<file path="config.mk">
export PLATFORM = sky130hd
export DESIGN_NAME = window_deviation_motion_detector_core
export DESIGN_NICKNAME = d
export VERILOG_FILES = /design/src/hw/rtl/wdmd_pkg.sv /design/src/hw/rtl/window_deviation_motion_detector_core.sv
export SDC_FILE = /design/constraint.sdc
export NUM_CORES = 2
export LEC_CHECK = 0
export ABC_AREA = 1
export BUFFER_PORTS_ARGS = -buffer_cell sky130_fd_sc_hd__buf_2
export CAP_MARGIN = 20
export CORE_MARGIN = 5
export CORE_UTILIZATION = 50
export CTS_CLUSTER_SIZE = 12
export DETAILED_ROUTE_END_ITERATION = 8
export HOLD_SLACK_MARGIN = 0.02
export PLACE_DENSITY = 0.66
export SETUP_SLACK_MARGIN = 0.5
export SLEW_MARGIN = 40
export SYNTH_ARGS = -nofsm -noshare
export SYNTH_HDL_FRONTEND = slang
export SYNTH_SLANG_ARGS = --single-unit
</file>
<file path="constraint.sdc">
create_clock -name clk -period 16.21 [get_ports clk]
set_input_delay 3.242 -clock clk [delete_from_list [all_inputs] [get_ports clk]]
set_output_delay 3.242 -clock clk [all_outputs]
set_load 0.03 [all_outputs]
</file>
<file path="src/hw/rtl/wdmd_pkg.sv">
// Shared constants, codes and types for the window deviation motion detector.
// No dependencies; used by window_deviation_motion_detector_core.
`timescale 1ns / 1ps

package wdmd_pkg;

    // Window storage
    localparam int WINDOW_DEPTH = 32;
    localparam int SAMPLE_BITS  = 24;
    localparam int ADDR_W       = $clog2(WINDOW_DEPTH);
    localparam int LEN_W        = $clog2(WINDOW_DEPTH + 1);

    // Sum of a full window and the divider that splits it
    localparam int SUM_W        = SAMPLE_BITS + $clog2(WINDOW_DEPTH + 1);
    localparam int DIV_RADIX_W  = 4;
    localparam int DIV_STEPS    = (SUM_W + DIV_RADIX_W - 1) / DIV_RADIX_W;
    localparam int DIV_W        = DIV_STEPS * DIV_RADIX_W;
    localparam int DIV_CNT_W    = (DIV_STEPS > 1) ? $clog2(DIV_STEPS) : 1;

    // Port widths
    localparam int MAG_W        = 24;
    localparam int OUT_W        = 24;
    localparam int CFG_DATA_W   = 16;
    localparam int CFG_IDX_W    = 2;
    localparam int WL_W         = 6;
    localparam int THR_W        = 16;
    localparam int COUNT_W      = 16;

    // Register reset values
    localparam logic [WL_W-1:0]    WL_RESET   = WL_W'(32);
    localparam logic [THR_W-1:0]   THR_RESET  = THR_W'(300);
    localparam logic [COUNT_W-1:0] HOLD_RESET = COUNT_W'(1000);

    // Register indexes
    localparam logic [CFG_IDX_W-1:0] CFG_WINDOW_LENGTH    = 2'd0;
    localparam logic [CFG_IDX_W-1:0] CFG_MOTION_THRESHOLD = 2'd1;
    localparam logic [CFG_IDX_W-1:0] CFG_QUIET_HOLD       = 2'd2;

    // Sequencer states
    typedef enum logic [2:0] {
        ST_IDLE,
        ST_SHIFT,
        ST_PUT,
        ST_DIVM,
        ST_DEV,
        ST_DIVD,
        ST_FIN
    } state_t;

endpackage

</file>
<file path="src/hw/rtl/window_deviation_motion_detector_core.sv">
// Each request shifts the window, divides its sum for the mean, sums the distances from the mean
// and divides that sum; one request is taken at a time (in_stall is high outside the idle state),
// the next is taken in the cycle after the result loads, and a stalled result holds the finishing
// state. The window memory sets the two passes (shift is skipped for L = 1); the divider is radix-16.
// Reset (rst_n, async, active low) empties the window to zeros through per-entry valid
// bits, clears the quiet counter and moving flag and loads register defaults at once.
`timescale 1ns / 1ps

module window_deviation_motion_detector_core (
    input  logic                                 clk,
    input  logic                                 rst_n,
    // Configuration write port
    input  logic                                 cfg_we,
    input  logic [wdmd_pkg::CFG_IDX_W-1:0]       cfg_index,
    input  logic [wdmd_pkg::CFG_DATA_W-1:0]      cfg_data,
    // Sample request channel
    input  logic                                 in_valid,
    output logic                                 in_stall,
    input  logic [wdmd_pkg::MAG_W-1:0]           magnitude,
    // Result channel
    output logic                                 out_valid,
    input  logic                                 out_stall,
    output logic                                 is_moving,
    output logic [wdmd_pkg::OUT_W-1:0]           deviation,
    output logic [wdmd_pkg::OUT_W-1:0]           window_mean
);

    // Configuration registers
    logic [wdmd_pkg::WL_W-1:0]      wl_reg;
    logic [wdmd_pkg::THR_W-1:0]     thr_reg;
    logic [wdmd_pkg::COUNT_W-1:0]   hold_reg;

    // Sequencer and datapath registers
    wdmd_pkg::state_t               state_reg, state_next;
    logic [wdmd_pkg::SAMPLE_BITS-1:0] sample_reg, sample_next;
    logic [wdmd_pkg::LEN_W-1:0]     len_reg, len_next;
    logic [wdmd_pkg::LEN_W-1:0]     idx_reg, idx_next;
    logic                           pend_reg, pend_next;
    logic [wdmd_pkg::ADDR_W-1:0]    pend_addr_reg, pend_addr_next;
    logic [wdmd_pkg::SUM_W-1:0]     sum_reg, sum_next;
    logic [wdmd_pkg::SAMPLE_BITS-1:0] mean_reg, mean_next;
    logic [wdmd_pkg::SAMPLE_BITS-1:0] dev_reg, dev_next;
    logic [wdmd_pkg::COUNT_W-1:0]   quiet_reg, quiet_next;
    logic                           moving_reg, moving_next;

    // Divider registers
    logic [wdmd_pkg::DIV_W-1:0]     div_q_reg, div_q_next;
    logic [wdmd_pkg::LEN_W-1:0]     div_r_reg, div_r_next;
    logic [wdmd_pkg::DIV_CNT_W-1:0] div_cnt_reg, div_cnt_next;
    logic [wdmd_pkg::DIV_W-1:0]     div_q_step;
    logic [wdmd_pkg::LEN_W-1:0]     div_r_step;
    logic                           div_last;

    // Output register
    logic                           out_valid_reg, out_valid_next;
    logic                           out_moving_reg, out_moving_next;
    logic [wdmd_pkg::OUT_W-1:0]     out_dev_reg, out_dev_next;
    logic [wdmd_pkg::OUT_W-1:0]     out_mean_reg, out_mean_next;

    // Window memory
    logic [wdmd_pkg::SAMPLE_BITS-1:0] mem [wdmd_pkg::WINDOW_DEPTH];
    logic [wdmd_pkg::WINDOW_DEPTH-1:0] vld_reg;
    logic                           mem_we;
    logic [wdmd_pkg::ADDR_W-1:0]    mem_wa;
    logic [wdmd_pkg::SAMPLE_BITS-1:0] mem_wd;
    logic [wdmd_pkg::ADDR_W-1:0]    mem_ra;
    logic [wdmd_pkg::SAMPLE_BITS-1:0] rd_data_reg;
    logic                           rd_vld_reg;
    logic [wdmd_pkg::SAMPLE_BITS-1:0] rd_value;
    logic [wdmd_pkg::SAMPLE_BITS-1:0] abs_diff;

    logic                           in_take;
    logic                           out_take;
    logic                           out_free;
    logic [wdmd_pkg::LEN_W-1:0]     eff_len;

    assign in_take  = in_valid && !in_stall;
    assign out_take = out_valid_reg && !out_stall;
    assign out_free = !out_valid_reg || !out_stall;

    // Clamp the window length to 1..WINDOW_DEPTH
    always_comb
    begin
        if (wl_reg == '0)
        begin
            eff_len = wdmd_pkg::LEN_W'(1);
        end
        else if (int'(wl_reg) > wdmd_pkg::WINDOW_DEPTH)
        begin
            eff_len = wdmd_pkg::LEN_W'(wdmd_pkg::WINDOW_DEPTH);
        end
        else
        begin
            eff_len = wdmd_pkg::LEN_W'(wl_reg);
        end
    end

    // Take configuration writes; drop unknown indexes
    always_ff @(posedge clk or negedge rst_n)
    begin
        if (!rst_n)
        begin
            wl_reg   <= wdmd_pkg::WL_RESET;
            thr_reg  <= wdmd_pkg::THR_RESET;
            hold_reg <= wdmd_pkg::HOLD_RESET;
        end
        else if (cfg_we)
        begin
            case (cfg_index)
                wdmd_pkg::CFG_WINDOW_LENGTH:    wl_reg   <= cfg_data[wdmd_pkg::WL_W-1:0];
                wdmd_pkg::CFG_MOTION_THRESHOLD: thr_reg  <= cfg_data[wdmd_pkg::THR_W-1:0];
                wdmd_pkg::CFG_QUIET_HOLD:       hold_reg <= cfg_data[wdmd_pkg::COUNT_W-1:0];
                default:                        ;
            endcase
        end
    end

    // Window memory: one write, one registered read per cycle
    always_ff @(posedge clk)
    begin
        if (mem_we)
        begin
            mem[mem_wa] <= mem_wd;
        end
        rd_data_reg <= mem[mem_ra];
    end

    // Entry valid bits; an entry never written reads as zero
    always_ff @(posedge clk or negedge rst_n)
    begin
        if (!rst_n)
        begin
            vld_reg    <= '0;
            rd_vld_reg <= 1'b0;
        end
        else
        begin
            if (mem_we)
            begin
                vld_reg[mem_wa] <= 1'b1;
            end
            rd_vld_reg <= vld_reg[mem_ra];
        end
    end

    assign rd_value = rd_vld_reg ? rd_data_reg : '0;
    assign abs_diff = (rd_value >= mean_reg) ? (rd_value - mean_reg) : (mean_reg - rd_value);

    // Divider: four restoring steps per cycle, divisor is the window length
    always_comb
    begin
        logic [wdmd_pkg::LEN_W:0]   r;
        logic [wdmd_pkg::DIV_W-1:0] q;
        r = {1'b0, div_r_reg};
        q = div_q_reg;
        for (int j = 0; j < wdmd_pkg::DIV_RADIX_W; j++)
        begin
            r = {r[wdmd_pkg::LEN_W-1:0], q[wdmd_pkg::DIV_W-1]};
            q = {q[wdmd_pkg::DIV_W-2:0], 1'b0};
            if (r >= {1'b0, len_reg})
            begin
                r    = r - {1'b0, len_reg};
                q[0] = 1'b1;
            end
        end
        div_r_step = r[wdmd_pkg::LEN_W-1:0];
        div_q_step = q;
    end

    assign div_last = (div_cnt_reg == wdmd_pkg::DIV_CNT_W'(wdmd_pkg::DIV_STEPS - 1));

    // Next state
    always_comb
    begin
        state_next = state_reg;
        case (state_reg)
            wdmd_pkg::ST_IDLE:
            begin
                if (in_take)
                begin
                    state_next = (eff_len == wdmd_pkg::LEN_W'(1)) ? wdmd_pkg::ST_PUT
                                                                 : wdmd_pkg::ST_SHIFT;
                end
            end
            wdmd_pkg::ST_SHIFT:
            begin
                if (idx_reg == len_reg - wdmd_pkg::LEN_W'(1) && pend_reg)
                begin
                    state_next = wdmd_pkg::ST_PUT;
                end
            end
            wdmd_pkg::ST_PUT:
            begin
                state_next = wdmd_pkg::ST_DIVM;
            end
            wdmd_pkg::ST_DIVM:
            begin
                if (div_last)
                begin
                    state_next = wdmd_pkg::ST_DEV;
                end
            end
            wdmd_pkg::ST_DEV:
            begin
                if (idx_reg == len_reg && pend_reg)
                begin
                    state_next = wdmd_pkg::ST_DIVD;
                end
            end
            wdmd_pkg::ST_DIVD:
            begin
                if (div_last)
                begin
                    state_next = wdmd_pkg::ST_FIN;
                end
            end
            wdmd_pkg::ST_FIN:
            begin
                if (out_free)
                begin
                    state_next = wdmd_pkg::ST_IDLE;
                end
            end
            default:
            begin
                state_next = wdmd_pkg::ST_IDLE;
            end
        endcase
    end

    // Datapath and memory control
    always_comb
    begin
        logic [wdmd_pkg::COUNT_W-1:0] qc;
        logic                         mv;

        sample_next     = sample_reg;
        len_next        = len_reg;
        idx_next        = idx_reg;
        pend_next       = 1'b0;
        pend_addr_next  = pend_addr_reg;
        sum_next        = sum_reg;
        mean_next       = mean_reg;
        dev_next        = dev_reg;
        quiet_next      = quiet_reg;
        moving_next     = moving_reg;
        div_q_next      = div_q_reg;
        div_r_next      = div_r_reg;
        div_cnt_next    = div_cnt_reg;
        out_valid_next  = out_take ? 1'b0 : out_valid_reg;
        out_moving_next = out_moving_reg;
        out_dev_next    = out_dev_reg;
        out_mean_next   = out_mean_reg;
        mem_we          = 1'b0;
        mem_wa          = pend_addr_reg;
        mem_wd          = rd_value;
        mem_ra          = idx_reg[wdmd_pkg::ADDR_W-1:0];
        in_stall        = (state_reg != wdmd_pkg::ST_IDLE);
        qc              = quiet_reg;
        mv              = moving_reg;

        case (state_reg)
            wdmd_pkg::ST_IDLE:
            begin
                // Capture the request and the window length it works on
                if (in_take)
                begin
                    sample_next = wdmd_pkg::SAMPLE_BITS'(magnitude);
                    len_next    = eff_len;
                    idx_next    = '0;
                    sum_next    = '0;
                end
            end
            wdmd_pkg::ST_SHIFT:
            begin
                // Move entry i+1 down to entry i and sum the moved values
                if (pend_reg)
                begin
                    mem_we   = 1'b1;
                    sum_next = sum_reg + wdmd_pkg::SUM_W'(rd_value);
                end
                mem_ra = idx_reg[wdmd_pkg::ADDR_W-1:0] + wdmd_pkg::ADDR_W'(1);
                if (idx_reg != len_reg - wdmd_pkg::LEN_W'(1))
                begin
                    pend_next      = 1'b1;
                    pend_addr_next = idx_reg[wdmd_pkg::ADDR_W-1:0];
                    idx_next       = idx_reg + wdmd_pkg::LEN_W'(1);
                end
            end
            wdmd_pkg::ST_PUT:
            begin
                // Place the new sample at the top of the window, start the mean division
                mem_we       = 1'b1;
                mem_wa       = wdmd_pkg::ADDR_W'(len_reg - wdmd_pkg::LEN_W'(1));
                mem_wd       = sample_reg;
                div_q_next   = wdmd_pkg::DIV_W'(sum_reg + wdmd_pkg::SUM_W'(sample_reg));
                div_r_next   = '0;
                div_cnt_next = '0;
            end
            wdmd_pkg::ST_DIVM:
            begin
                div_q_next   = div_q_step;
                div_r_next   = div_r_step;
                div_cnt_next = div_cnt_reg + wdmd_pkg::DIV_CNT_W'(1);
                if (div_last)
                begin
                    mean_next = wdmd_pkg::SAMPLE_BITS'(div_q_step);
                    sum_next  = '0;
                    idx_next  = '0;
                end
            end
            wdmd_pkg::ST_DEV:
            begin
                // Read every entry and add its distance from the mean
                if (pend_reg)
                begin
                    sum_next = sum_reg + wdmd_pkg::SUM_W'(abs_diff);
                end
                if (idx_reg != len_reg)
                begin
                    pend_next = 1'b1;
                    idx_next  = idx_reg + wdmd_pkg::LEN_W'(1);
                end
                else if (pend_reg)
                begin
                    div_q_next   = wdmd_pkg::DIV_W'(sum_reg + wdmd_pkg::SUM_W'(abs_diff));
                    div_r_next   = '0;
                    div_cnt_next = '0;
                end
            end
            wdmd_pkg::ST_DIVD:
            begin
                div_q_next   = div_q_step;
                div_r_next   = div_r_step;
                div_cnt_next = div_cnt_reg + wdmd_pkg::DIV_CNT_W'(1);
                if (div_last)
                begin
                    dev_next = wdmd_pkg::SAMPLE_BITS'(div_q_step);
                end
            end
            wdmd_pkg::ST_FIN:
            begin
                // Update the quiet counter and moving flag, load the result
                if (out_free)
                begin
                    if (wdmd_pkg::SUM_W'(dev_reg) < wdmd_pkg::SUM_W'(thr_reg))
                    begin
                        if (qc != '1)
                        begin
                            qc = qc + wdmd_pkg::COUNT_W'(1);
                        end
                    end
                    else
                    begin
                        qc = '0;
                        mv = 1'b1;
                    end
                    if (qc > hold_reg)
                    begin
                        qc = '0;
                        mv = 1'b0;
                    end
                    quiet_next      = qc;
                    moving_next     = mv;
                    out_valid_next  = 1'b1;
                    out_moving_next = mv;
                    out_dev_next    = wdmd_pkg::OUT_W'(dev_reg);
                    out_mean_next   = wdmd_pkg::OUT_W'(mean_reg);
                end
            end
            default:
            begin
            end
        endcase
    end

    // Control registers
    always_ff @(posedge clk or negedge rst_n)
    begin
        if (!rst_n)
        begin
            state_reg     <= wdmd_pkg::ST_IDLE;
            pend_reg      <= 1'b0;
            idx_reg       <= '0;
            div_cnt_reg   <= '0;
            quiet_reg     <= '0;
            moving_reg    <= 1'b0;
            out_valid_reg <= 1'b0;
        end
        else
        begin
            state_reg     <= state_next;
            pend_reg      <= pend_next;
            idx_reg       <= idx_next;
            div_cnt_reg   <= div_cnt_next;
            quiet_reg     <= quiet_next;
            moving_reg    <= moving_next;
            out_valid_reg <= out_valid_next;
        end
    end

    // Payload registers
    always_ff @(posedge clk)
    begin
        sample_reg     <= sample_next;
        len_reg        <= len_next;
        pend_addr_reg  <= pend_addr_next;
        sum_reg        <= sum_next;
        mean_reg       <= mean_next;
        dev_reg        <= dev_next;
        div_q_reg      <= div_q_next;
        div_r_reg      <= div_r_next;
        out_moving_reg <= out_moving_next;
        out_dev_reg    <= out_dev_next;
        out_mean_reg   <= out_mean_next;
    end

    assign out_valid   = out_valid_reg;
    assign is_moving   = out_moving_reg;
    assign deviation   = out_dev_reg;
    assign window_mean = out_mean_reg;

    // A new result appears only out of the finishing state
    a_result_from_fin: assert property (@(posedge clk) disable iff (!rst_n)
        $rose(out_valid_reg) |-> $past(state_reg == wdmd_pkg::ST_FIN))
        else $error("result loaded outside the finishing state");

    // Read data is pending only during the two memory passes
    a_pend_in_pass: assert property (@(posedge clk) disable iff (!rst_n)
        pend_reg |-> (state_reg == wdmd_pkg::ST_SHIFT || state_reg == wdmd_pkg::ST_DEV))
        else $error("memory read pending outside a window pass");

    // Pass index stays within the captured window length
    a_idx_bound: assert property (@(posedge clk) disable iff (!rst_n)
        (state_reg == wdmd_pkg::ST_SHIFT || state_reg == wdmd_pkg::ST_DEV)
        |-> idx_reg <= len_reg)
        else $error("window pass index beyond window length");

    // The mean division runs its full step count before the deviation pass
    a_div_steps: assert property (@(posedge clk) disable iff (!rst_n)
        (state_reg == wdmd_pkg::ST_DEV && $past(state_reg == wdmd_pkg::ST_DIVM))
        |-> $past(div_last))
        else $error("mean division left early");

endmodule

</file>
Word-level counts from Yosys, hierarchy flattened
Memories as Yosys holds them, arrays and structs flattened. A register that Yosys moved wholly into a read port is not among the register bits. Cells that the tools add are included. W data, S select, Z words.

Latch bits: 0. Word-level logic and storage cells: 168. Memory bits (read-only): 0. Bits in writable memories: 768. Register bits: 302. Memories kept: 1.

Memory list: mem (words 32, width 24, read ports 1, clocked after Yosys merged registers in 1, wr ports 1, line window_deviation_motion_detector_core.sv:61) `logic [wdmd_pkg::SAMPLE_BITS-1:0] mem [wdmd_pkg::WINDOW_DEPTH];`.

Muxes and demuxes: 63. Add/sub/neg operators: 15. Divide/modulo/power cells: 0. Bitwise logic cells: 1. Reductions and logical operators: 28. Shifts and indexed selects: 0. Eq/ne operators: 26. $lt $le $gt $ge: 11. $mul: 0.

Operators by type and width (number): $mux W30 (4); $pmux W30 S4 (1); $pmux W32 S3 (1); $mux W16 (5); $mux W24 (3); $mux W6 (12); $mux W32 (2); $add A30 B24 Y31 (2); $add A30 B24 Y30 (2); $sub A24 B24 Y24 (2); $or A32 B32 Y32 (1); $ge A7 B6 Y1 (4); $ge A24 B24 Y1 (1); $lt A24 B16 Y1 (1); $mux W3 (8); $pmux W6 S4 (1); $sub A6 B6 Y6 (4); $ne A2 B2 Y1 const B (11); $pmux W3 S7 (1); $pmux W6 S3 (1); $add A16 B1 Y16 const B (1); $gt A16 B16 Y1 (1); $mux W1 (16); $ne A16 B16 Y1 const B (1); 34 further kinds (58).

Longest topological paths before layout
Depth in word-level cells: 9. Depth in mapped cells: 42. Depth with buffers taken out: 40.

Least setup slack after synthesis
Ideal clock, no wire load.

Kind: register to register. Start point: reg len_reg[1] in the netlist's numbering. End point: reg div_r_reg[3] in the netlist's numbering, data pin. Buffers on the path: 2. Data arrival time: 5498 ps. Period minus slack after synthesis: 5751 ps. Stages on the path, launching flop included: 39. Data required time: 15957 ps. Slack: 10459 ps. Setup time: 253 ps. Cell sequence: edfxtp_1 inv_1 ha_1 nand2_1 inv_1 nand2_1 nand2_1 nand2_1 nand3_2 o21ai_0 ha_1 nand3_1 nand2_1 nand3_1 nand2_1 a21oi_1 nand2_1 inv_1 [... 3 more ...] a21o_1 nand2_1 nand3_1 a21oi_1 nand3_1 buf_4 nor2_1 a21oi_1 ha_1 a21oi_1 nand2_1 a21oi_1 o21bai_1 a211oi_1 nand3_1 buf_2 nor2_1 nor2_1.

Longest elaborated chain between the ends: 9. Elaborated cells between the ends (all ways): 13.

RTL lines: start: declaration (line window_deviation_motion_detector_core.sv:36) `logic [wdmd_pkg::LEN_W-1:0] len_reg, len_next;`; start signal: assignment (line window_deviation_motion_detector_core.sv:406) `len_reg <= len_next;`; $sub A6 B6 Y6 / $ge A7 B6 Y1 (equally long branches) (line window_deviation_motion_detector_core.sv:162, window_deviation_motion_detector_core.sv:160); $mux W6 (line window_deviation_motion_detector_core.sv:160) `if (r >= {1'b0, len_reg})`; $sub A6 B6 Y6 / $ge A7 B6 Y1 (equally long branches) (line window_deviation_motion_detector_core.sv:162, window_deviation_motion_detector_core.sv:160); $mux W6 (line window_deviation_motion_detector_core.sv:160); $ge A7 B6 Y1 / $sub A6 B6 Y6 (equally long branches) (line window_deviation_motion_detector_core.sv:160, window_deviation_motion_detector_core.sv:162); $mux W6 (line window_deviation_motion_detector_core.sv:160); $sub A6 B6 Y6 / $ge A7 B6 Y1 (equally long branches) (line window_deviation_motion_detector_core.sv:162, window_deviation_motion_detector_core.sv:160); $mux W6 * (line window_deviation_motion_detector_core.sv:160); $pmux W6 S3 * (line window_deviation_motion_detector_core.sv:262) `case (state_reg)`; end signal: assignment (line window_deviation_motion_detector_core.sv:412) `div_r_reg <= div_r_next;`; end: declaration (line window_deviation_motion_detector_core.sv:48) `logic [wdmd_pkg::LEN_W-1:0] div_r_reg, div_r_next;`.

Every way passes the cells marked *; elsewhere a longest branch is shown, timed or not. A chain may end at the register's enable or synchronous reset.

Worst setup path in the final report
Start point: reg len_reg[1] in the netlist's numbering. End point: reg div_q_reg[0] in the netlist's numbering, data pin.

Longest elaborated chain between the ends: 9. Elaborated cells between the ends (all ways): 12.

RTL lines: $sub A6 B6 Y6 / $ge A7 B6 Y1 (equally long branches) (line window_deviation_motion_detector_core.sv:162, window_deviation_motion_detector_core.sv:160); $mux W6 (line window_deviation_motion_detector_core.sv:160); $sub A6 B6 Y6 / $ge A7 B6 Y1 (equally long branches) (line window_deviation_motion_detector_core.sv:162, window_deviation_motion_detector_core.sv:160); $mux W6 (line window_deviation_motion_detector_core.sv:160); $sub A6 B6 Y6 / $ge A7 B6 Y1 (equally long branches) (line window_deviation_motion_detector_core.sv:162, window_deviation_motion_detector_core.sv:160); $mux W6 (line window_deviation_motion_detector_core.sv:160); $ge A7 B6 Y1 * (line window_deviation_motion_detector_core.sv:160); $mux W1 * (line window_deviation_motion_detector_core.sv:160); $pmux W32 S3 * (line window_deviation_motion_detector_core.sv:262); via div_q_next, one bit (line window_deviation_motion_detector_core.sv:47) `logic [wdmd_pkg::DIV_W-1:0] div_q_reg, div_q_next;`; end signal: assignment (line window_deviation_motion_detector_core.sv:411) `div_q_reg <= div_q_next;`; end: declaration (line window_deviation_motion_detector_core.sv:47).

The timed path passes the listed nets; every way through them passes the cells marked *.

==> results.md <==
- CTS Sinks: 1,094
- Layout Utilization: 55.9%
- Initial Util: 50.1%
- Hold path cells: 0
- Min-Delay Path Class: reg -> reg
- Final HPWL DP: 90,900 um
- Die W: 329 um
- Remaining DRCs: 0
- Max FFs per register: 768
- Worst slew margin: 41.8%
- Endpoint class of the critical path: flop
- Initial antenna violation count: 1
- Leak pwr: 21.1 nW
- Avg Cell Area, Syn: 10.9 um2
- Drt total wl: 147,000 um
- Die ar.: 108,000 um2
- Final #Nets: 4,958
- Cells after synthesis: 4,677
- Reg-to-Reg End: div_q_reg[0]
- Antenna-violating nets left: 0
- Synth cell types: 59
- Max cap viols: 0
- Std-Cell Core Area: 101,000 um2
- Seq cells post-synth: 1,094
- Final Cycle Share: 46.0%
- CP arrival: 7.89 ns
- Tightest Pin Transition: 0.874 ns
- Via count of the first global-routing pass: 34.4k
- Worst-case vdd ir drop: 0.238 mV
- First-pass GRT wire length: 217,000 um
- CP Launch Type: flop
- Top cells by count, synth: 968 x edfxtp_1, 623 x nor2_1, 582 x nand2_1, 525 x o21ai_0, 333 x inv_1
- # port buffers: 97
- Ys flop type: edfxtp_1
- DR pass1 iterations: 6
- FF-to-FF Start: len_reg[1]
- Drt initial violations: 3,780
- Via/cell ratio: 5.89
- Routed wire per std cell: 23.7 um
- Post-synthesis sequential area ratio: 63.2%
- Fin crit period: 7.45 ns
- GRT Total Usage: 26.6%
- Cts repair resizes: 0
- Placer Congestion: 0.972
- Largest area contributor in the netlist: edfxtp_1
- Max Clock Freq: 0.134 GHz
- Critical path type: reg -> reg
- Path depth of the worst reg2reg path: 35
- Largest net degree at the start of global routing: 193
- Area grow syn2layout: 11.5%
- CTS Hold Buffers Added: 0
- H-tree Lvls: 3
- CTS Buffer Depth: 3
- Syn Nets: 4,887
- Synth area leaders: edfxtp_1 57%, o21ai_0 5.2%, nor2_1 4.6%
- RSZ-0062 raised after global routing: false
- Worst R2R Setup Slack: 8.76 ns
- CTS tree: yes
- Setup violations, final: 0
- Slowest CP cell: edfxtp_1
- Fill count: 8,678
- Die height: 329 um
- Largest stage delay, worst path: 0.51 ns
- Number of synthesized flops with an enable pin: 968
- I/O Pins: 98
- Setup bufs post-CTS: 0
- Slew Viols, Final: 0
- Total gr overflow: 0
- Most common cell on crit path: nand2_1
- Fraction of layout cells with a size suffix above 1: 9.78%
- Root Driver: clkbuf_16
- Clock Pin Slew Worst Setup and Hold Paths: 0.06 ns
- Cell with the most instances after synthesis: edfxtp_1
- Post-synth top area share: 57.2%
- Synth warn: 0
- Hold Path Sink: deviation[22]
- Via count: 36.6k
- Status: complete, no violations
- Synth Cell Area: 50,800 um2
- CP Data Required Time: 16.65 ns
- Std-Cell Rows: 117
- Final Hold Vio Count: 0
- Async set or reset register ratio after synthesis: 9.32%
- Num CTS Buffers: 111
- Power Density: 217 nW/um2
- Clk_lat worst skew: 0.72 ns
- Crit path max fanout: 12
- Worst Min Path Start: dev_reg[22]
- Final Skew: 0.0468 ns
- Post-Route Setup TNS: 0 ns
-- critical path: cells and delay by family, from the launching register on --
| family | cells | cell delay, ns |
|---|---|---|
| AND/OR/NAND/NOR | 18 | 2.50 |
| AO/OA/AOI/OAI | 10 | 2.23 |
| adder cells (fa/ha/maj) | 4 | 1.37 |
| buffers and inverters | 3 | 0.61 |
| flip-flops | 1 | 0.51 |
-- per-stage QoR --
stage	worst slack (ns)	std cells	area, um2	power [mW]	hold WS (ns)
2_1_floorplan	10.46	4677	50800	8.20	0.420
3_3_place_gp	8.83	5994	53000	9.78	0.433
3_5_place_dp	8.86	5999	53200	9.86	0.435
4_1_cts	8.80	6202	56600	12.3	0.434
5_1_grt	7.83	6206	56700	13.1	0.452
6_report	8.76	6207	56700	12.3	0.438
-- worst max-delay path by stage --
stage                     slack (ns)        from           end  cells after the start
after floorplan                10.46  len_reg[1]  div_r_reg[3]                     38
after global placement          8.83  len_reg[1]  div_q_reg[0]                     35
final                           8.76  len_reg[1]  div_q_reg[0]                     35
after detailed placement        8.86  len_reg[1]  div_q_reg[0]                     35
after CTS                       8.80  len_reg[1]  div_q_reg[0]                     35
after global routing            7.83  len_reg[1]  div_q_reg[0]                     35
-- metal layers --
| metal | wire [um] | global-route usage, % | vias to the layer above |
|---|---|---|---|
| met5 | 0 | 0 | - |
| met4 | 6150 | 10.0 | 0 |
| met2 | 70500 | 44.1 | 1513 |
| li1 | - | - | 16900 |
| met1 | 58800 | 35.8 | 17800 |
| met3 | 11500 | 3.84 | 316 |
-- layout make-up --
class	count	area [um2]	area share [%]
clock buffers	177	3190	5.63
repair buffers	181	1300	2.30
flip-flops and latches	1094	32100	56.7
diodes	1	2.50	0.00441
well taps	1368	1710	3.02
clock inverters	26	231	0.408
inverters	344	1320	2.33
multi-input cells	3016	16800	29.6
-- cells in the final DEF, fill, tap and decap left out, types with 37 or more instances in the layout --
cell type,n
a21oi_1,232
buf_2,96
buf_4,70
clkbuf_1,50
clkbuf_16,112
dfrtp_1,90
edfxtp_1,968
ha_1,155
inv_1,331
nand2_1,582
nand3_1,270
nor2_1,586
nor2_4,37
o21ai_0,500
o21ai_1,112
o221ai_1,195
or2_2,40
xor2_1,67
-- where the power goes --
group | leakage, nW | internal [mW] | switching [mW]
Combinational | 9.03 | 1.72 | 4.02
Sequential | 10.4 | 3.93 | 0.235
Clock | 1.66 | 1.35 | 1.07
-- logic make-up (layout without fill, tap and decap cells) --
group           Yosys count  count (layout)  synth area share [%]
fa+ha+maj               163             163                  4.13
simple gates           1622            1622                  13.4
xor+xnor                 80              80                  1.38
flops                  1094            1094                  63.2
compound gates         1151            1151                  13.2
buf+inv                 567             728                  4.73
other cells               0               1                     0
Power figures use the tool's default switching activity.
